**src/hdl/ott_pkg.sv**
```systemverilog
// shared types, constants and helpers for the obstacle track table
`timescale 1ns / 1ps
package ott_pkg;

  localparam int MAX_TRACKS  = 16;
  localparam int MAX_HORIZON = 255;
  localparam int IDX_W       = $clog2(MAX_TRACKS);
  localparam int CNT_W       = $clog2(MAX_TRACKS + 1);
  localparam int POS_W       = 24;
  localparam int TIME_W      = 32;
  localparam int RAD_W       = 16;
  localparam int MUL_W       = 26;
  localparam int DIV_W       = 48;
  localparam int DIV_CNT_W   = $clog2(DIV_W + 1);
  localparam int MS_PER_S    = 1000;
  localparam int RAD_MIN     = 256;
  // divide by 1000 in 16-bit digits: quotient digit = (t * ceil(2^36 / 1000)) >> 36
  localparam int MS_DIG_W    = 16;
  localparam int MS_DIGITS   = DIV_W / MS_DIG_W;
  localparam logic [26:0] MS_RECIP = 27'd68719477;

  typedef enum logic [1:0] {
    REQ_OBS   = 2'd0,
    REQ_PRUNE = 2'd1,
    REQ_PRED  = 2'd2
  } req_t;

  typedef enum logic [1:0] {
    RK_OBS   = 2'd0,
    RK_PRUNE = 2'd1,
    RK_TRACK = 2'd2,
    RK_EMPTY = 2'd3
  } kind_t;

  typedef enum logic [1:0] {
    ST_UPD  = 2'd0,
    ST_INS  = 2'd1,
    ST_DROP = 2'd2
  } status_t;

  typedef enum logic [1:0] {
    CFG_MERGE = 2'd0,
    CFG_STALE = 2'd1,
    CFG_STEP  = 2'd2
  } cfg_reg_t;

  typedef enum logic [4:0] {
    S_IDLE,
    S_OBS_MD, S_OBS_MDW, S_OBS_DX, S_OBS_DY, S_OBS_CMP, S_OBS_END, S_OBS_FIN,
    S_PRN_SCAN, S_PRN_FIN,
    S_PRD_START, S_PRD_SPAN, S_PRD_EMPTY,
    S_PRD_VX, S_PRD_VXD, S_PRD_VXW, S_PRD_VYD, S_PRD_VYW,
    S_PRD_PX, S_PRD_PXD, S_PRD_PXW, S_PRD_PYD, S_PRD_PYW, S_PRD_EMIT
  } state_t;

  // one table slot
  typedef struct packed {
    logic [POS_W-1:0]  cur_x;
    logic [POS_W-1:0]  cur_y;
    logic [POS_W-1:0]  prev_x;
    logic [POS_W-1:0]  prev_y;
    logic [TIME_W-1:0] cur_time;
    logic [TIME_W-1:0] prev_time;
    logic [RAD_W-1:0]  radius;
    logic              hist;
  } entry_t;

  // saturate a 50-bit two's complement value to 24 bits
  function automatic logic [POS_W-1:0] sat24(input logic [49:0] v);
    logic [POS_W-1:0] r;
    if (!v[49] && (|v[48:POS_W-1])) r = {1'b0, {(POS_W-1){1'b1}}};
    else if (v[49] && !(&v[48:POS_W-1])) r = {1'b1, {(POS_W-1){1'b0}}};
    else r = v[POS_W-1:0];
    return r;
  endfunction

endpackage

```
**src/hdl/ott_mul.sv**
```systemverilog
// shared signed multiplier with registered product
`timescale 1ns / 1ps
module ott_mul
  import ott_pkg::*;
(
  input  logic                      clk,
  input  logic signed [MUL_W-1:0]   a,
  input  logic signed [MUL_W-1:0]   b,
  output logic signed [2*MUL_W-1:0] p
);

  // product register
  always_ff @(posedge clk) begin
    p <= a * b;
  end

endmodule

```
**config.mk**
```make
export PLATFORM = sky130hd
export DESIGN_NAME = ott_mul
export DESIGN_NICKNAME = d
export VERILOG_FILES = /design/src/hdl/ott_pkg.sv /design/src/hdl/ott_mul.sv
export SDC_FILE = /design/constraint.sdc
export NUM_CORES = 2
export LEC_CHECK = 0
export BUFFER_PORTS_ARGS = -buffer_cell sky130_fd_sc_hd__buf_2
export CORE_UTILIZATION = 40
export CTS_BUF_LIST = sky130_fd_sc_hd__clkbuf_4
export DETAILED_ROUTE_END_ITERATION = 16
export HOLD_SLACK_MARGIN = 0.05
export PLACE_DENSITY = 0.53
export SYNTH_ARGS = -nofsm -noshare
export SYNTH_HDL_FRONTEND = slang
export SYNTH_SLANG_ARGS = --single-unit
```
**constraint.sdc**
```tcl
create_clock -name clk -period 9.9 [get_ports clk]
set_clock_uncertainty 0.1 [all_clocks]
set_input_delay 0.99 -clock clk [delete_from_list [all_inputs] [get_ports clk]]
set_output_delay 0.99 -clock clk [all_outputs]
set_load 0.02 [all_outputs]
```
# Yosys cells after proc, flatten, opt, wreduce, memory -nomap -nowiden
# Cells that the tools add are included.
# word_totals
ff_bits	52
out_inout_bits	52
inputBits	53
# op_classes
n_mul	1
# ops
op	n
$mul 26x26->52	1

# Depth between registers and ports, before layout
# depth
ltp_word	1
depth_mapped	26
mapped_depth_nobuf	24

# Worst setup path after synthesis
# OpenSTA, ideal clock, no wires.
# synth_path
path_kind	input to register
from	in a[25]
to	reg p[44]
stages	22
path_buffers	1
t_arrival_ps	7344
required_ps	9728
setup_slack_ps	2384
path_cell_list	clkbuf_1 nand2_1 inv_1 fa_1 fa_1 inv_1 fa_1 inv_1 fa_1 fa_1 fa_1 inv_1 fa_1 inv_1 ha_1 nand2_1 or4_1 or4_1 o211ai_1 a21oi_2 o21ai_1 xor2_1
# synth_between
elab_chain_cells	1
# synth_lines
element	line_no	source
start: declaration	ott_mul.sv:7	input logic signed [MUL_W-1:0] a,
$mul 26x26->52	ott_mul.sv:14	p <= a * b;
end signal: assignment	ott_mul.sv:14	
end: declaration	ott_mul.sv:9	output logic signed [2*MUL_W-1:0] p
# No other way between the ends.

# Final worst setup path
# layout_path
from	in b[2]
to	reg p[51]
# layout_between
elab_chain_cells	1
# layout_lines
element	line_no	source
start: declaration	ott_mul.sv:8	input logic signed [MUL_W-1:0] b,
$mul 26x26->52	ott_mul.sv:14	
# No other way between the ends.

==> reports/qor.yml <==
timing:
  rsz0062_at_grt: "no"
  finalCriticalPeriod_ns: 8.12
  finalSetupViolations: 0
  slew_viol_final: 0
  max_freq_ghz: 0.123
  setup-tns-final_ns: 0
  timing_worst_slew_pin_value_ns: 1.07
  worst_slew_margin_rel_pct: 28.4
  final-hold-violation-count: 0
  post-route-period-util_pct: 82.0
layout:
  share_of_layout_cells_above_drive_strength_1_pct: 4.86
  fill_cells: 6310
  largest_reg_flops: 52
  biggest_regs: "p (52)"
  regMostFlops: "p"
  syn2layout_area_growth_pct: 4.76
  layout.nets: 3665
  post-route-util_pct: 42.5
  antennaDiodeCount: 0
logic_synthesis:
  post_synth_inst_count: 2763
  yosysTopAreaCell: "sky130_fd_sc_hd__fa_1"
  main_area_contributors_after_synthesis: "sky130_fd_sc_hd__fa_1 (55%), sky130_fd_sc_hd__inv_1 (11%), sky130_fd_sc_hd__ha_1 (7.1%)"
  synth-warning-count: 0
  synthesis.area_per_instance_sq_um: 9.27
  top_cells_by_instance_count_after_synthesis: "sky130_fd_sc_hd__inv_1 (737), sky130_fd_sc_hd__fa_1 (710), sky130_fd_sc_hd__nand2_1 (398)"
  synth_net_count: 3672
  synth_most_common_cell: "sky130_fd_sc_hd__inv_1"
  synthArstFlopShare_pct: 0
  synth_top_cell_area_share_pct: 55.5
  synth-seq-area-share_pct: 4.06
  dominantRegCellSynth: "sky130_fd_sc_hd__dfxtp_1"
  ys_ff_latch: 52
  synth_edf_count: 0
  mappedNetlistArea_sq_mm: 0.0256
  netlist-cell-type-count: 54
clock_tree:
  setup_repair_bufs_after_cts: 0
  number_of_clock_buffers_inserted_by_tritoncts: 5
  cts-root-buf: "sky130_fd_sc_hd__clkbuf_4"
  cts_h_tree_depth: 2
  clock_pin_slew_on_the_worst_setup_and_hold_paths_ns: 0.19
  holdBufCountCts: 0
  tritoncts_clock_tree: "yes"
  cts.path.max_buffers: 2
  cts.sink_count: 52
  postCtsResizedCells: 0
placed_design:
  numPortBuffers: 104
  finalWeightedCongestion: 0.879
  post-dp-hpwl_um: 57500
worst_setup_path:
  startpoint_kind_of_the_worst_setup_timing_path: "input port"
  data_arrival_time_of_the_worst_path_ns: 8.37
  timing.critical_path.fanout_max: 26
  path_cells: "buf_2 > nand2_1 > inv_1 > fa_1 > fa_1 > fa_1 > inv_1 > fa_1 > inv_1 > fa_1 > inv_1 > fa_1 > inv_1 > ha_1 > nand4_1 > or4_1 > nor2_1 > nand3_1 > a211oi_1 > nor3_1 > nand4bb_1"
  timing.setup.critical_path_class: "in -> reg"
  cpMostUsedCell: "sky130_fd_sc_hd__fa_1"
  critPathMaxStageDelay_ns: 0.96
  cp_slowest_cell: "sky130_fd_sc_hd__fa_1"
  worstSetupEndpointType: "flip-flop"
  timing.critical_path.required_ns: 10.15
route:
  detail_route.drc_violations: 0
  dr.pass1.iters: 5
  wl_per_cell_um: 18.9
  antenna_left: 0
  vias: 17800
  detailedRoute.firstIterationViolations: 852
  postRouteWirelength_um: 68000
  routed_via_count_divided_by_cell_count: 4.93
grt:
  wire_length_of_the_first_global_routing_pass_um: 109000
  met2_usage_pct: 41.7
  global_route.peak_usage_layer: "met2"
  gr-total-overflow: 0
  initial_antenna_violation_count: 2
  grt_util_met3_pct: 2.11
  globalRouteMet1Util_pct: 26.1
  grt_pass1_vias: 20000
  groute.usage.overall_pct: 22.0
  grt_max_degree: 27
die:
  die_area_sq_mm: 0.0651
  num_io_pins: 105
  die_boundary_width_um: 255
  die_extent_in_y_um: 255
  floorplan.core_area_sq_mm: 0.0632
  start_util_pct: 40.5
  std_cell_rows: 92
min_path:
  hold-path-cell-count: 2
  hold_class: "in -> reg"
job:
  max_cap_violations: 0
status:
  outcome: "finished, final reports clean"
==> critical path: cells and delay by family <==
family | cells | cell delay, ns
buffers and inverters | 6 | 1.19
and+or+nand+nor | 7 | 1.49
adders and majority gates | 7 | 3.99
AOI/OAI and AO/OA | 1 | 0.67
==> kinds of logic (layout without fill, tap and decap cells) <==
logic type	Yosys count	in the layout	synth area share, %
AND/OR/NAND/NOR	778	778	14.6
adder cells (fa/ha/maj)	856	856	62.6
XOR/XNOR	57	57	1.95
flip-flops	52	52	4.06
AO/OA/AOI/OAI	160	160	4.17
buffers and inverters	860	854	12.6
==> area by class of cell <==
class                      count  area [sq um]  area share, %
clock inverter                 3          27.5          0.103
inverter                     737          2770           10.3
clock buffer                   5          37.5          0.140
multi-input combinational   1851         21300           79.5
tap                          846          1060           3.94
sequential                    52          1040           3.88
timing repair buffer         109           558           2.08
==> layout by cell type, fill, tap and decap left out, types with 4 or more instances in the layout <==
cell and instances:
sky130_fd_sc_hd__a211oi_1 8, sky130_fd_sc_hd__a21o_1 18, sky130_fd_sc_hd__a21oi_1 55, sky130_fd_sc_hd__a31oi_1 4
sky130_fd_sc_hd__and2_1 281, sky130_fd_sc_hd__buf_2 104, sky130_fd_sc_hd__buf_4 5, sky130_fd_sc_hd__clkbuf_4 5
sky130_fd_sc_hd__dfxtp_1 52, sky130_fd_sc_hd__fa_1 710, sky130_fd_sc_hd__ha_1 146, sky130_fd_sc_hd__inv_1 737
sky130_fd_sc_hd__nand2_1 398, sky130_fd_sc_hd__nand2b_1 7, sky130_fd_sc_hd__nand3_1 11, sky130_fd_sc_hd__nand4_1 11
sky130_fd_sc_hd__nor2_1 50, sky130_fd_sc_hd__nor3_1 4, sky130_fd_sc_hd__o211ai_1 7, sky130_fd_sc_hd__o21a_1 4
sky130_fd_sc_hd__o21ai_0 25, sky130_fd_sc_hd__o21bai_1 8, sky130_fd_sc_hd__xnor2_1 46, sky130_fd_sc_hd__xor2_1 11
==> per-stage QoR <==
step                      area (sq um)  setup slack [ns]  std cells  hold WS [ns]
after floorplan                  25600              2.38       2763          1.02
after global placement           26800              1.49       3595          1.31
after detailed placement         26800              1.34       3595          1.31
after CTS                        26800              1.86       3603         0.981
after global routing             26800              1.43       3603         0.972
final                            26800              1.78       3603          1.01
==> path summary, 6_finish.rpt <==
kind / from / to / slack (ns)
min: b[0] / p[0]$_DFF_P_ / 1.01
max: b[2] / p[51]$_DFF_P_ / 1.78
==> per-layer routing <==
metal | up-vias | part of all wire (%)
met5 | - | 0.025
met4 | 2 | 3.4
met3 | 108 | 3.2
met2 | 368 | 54
met1 | 9446 | 39
li1 | 7842 | -
Power is left out: the tool's default activity adds up to more than one toggle a clock period on the data nets, which glitch-free logic cannot reach.
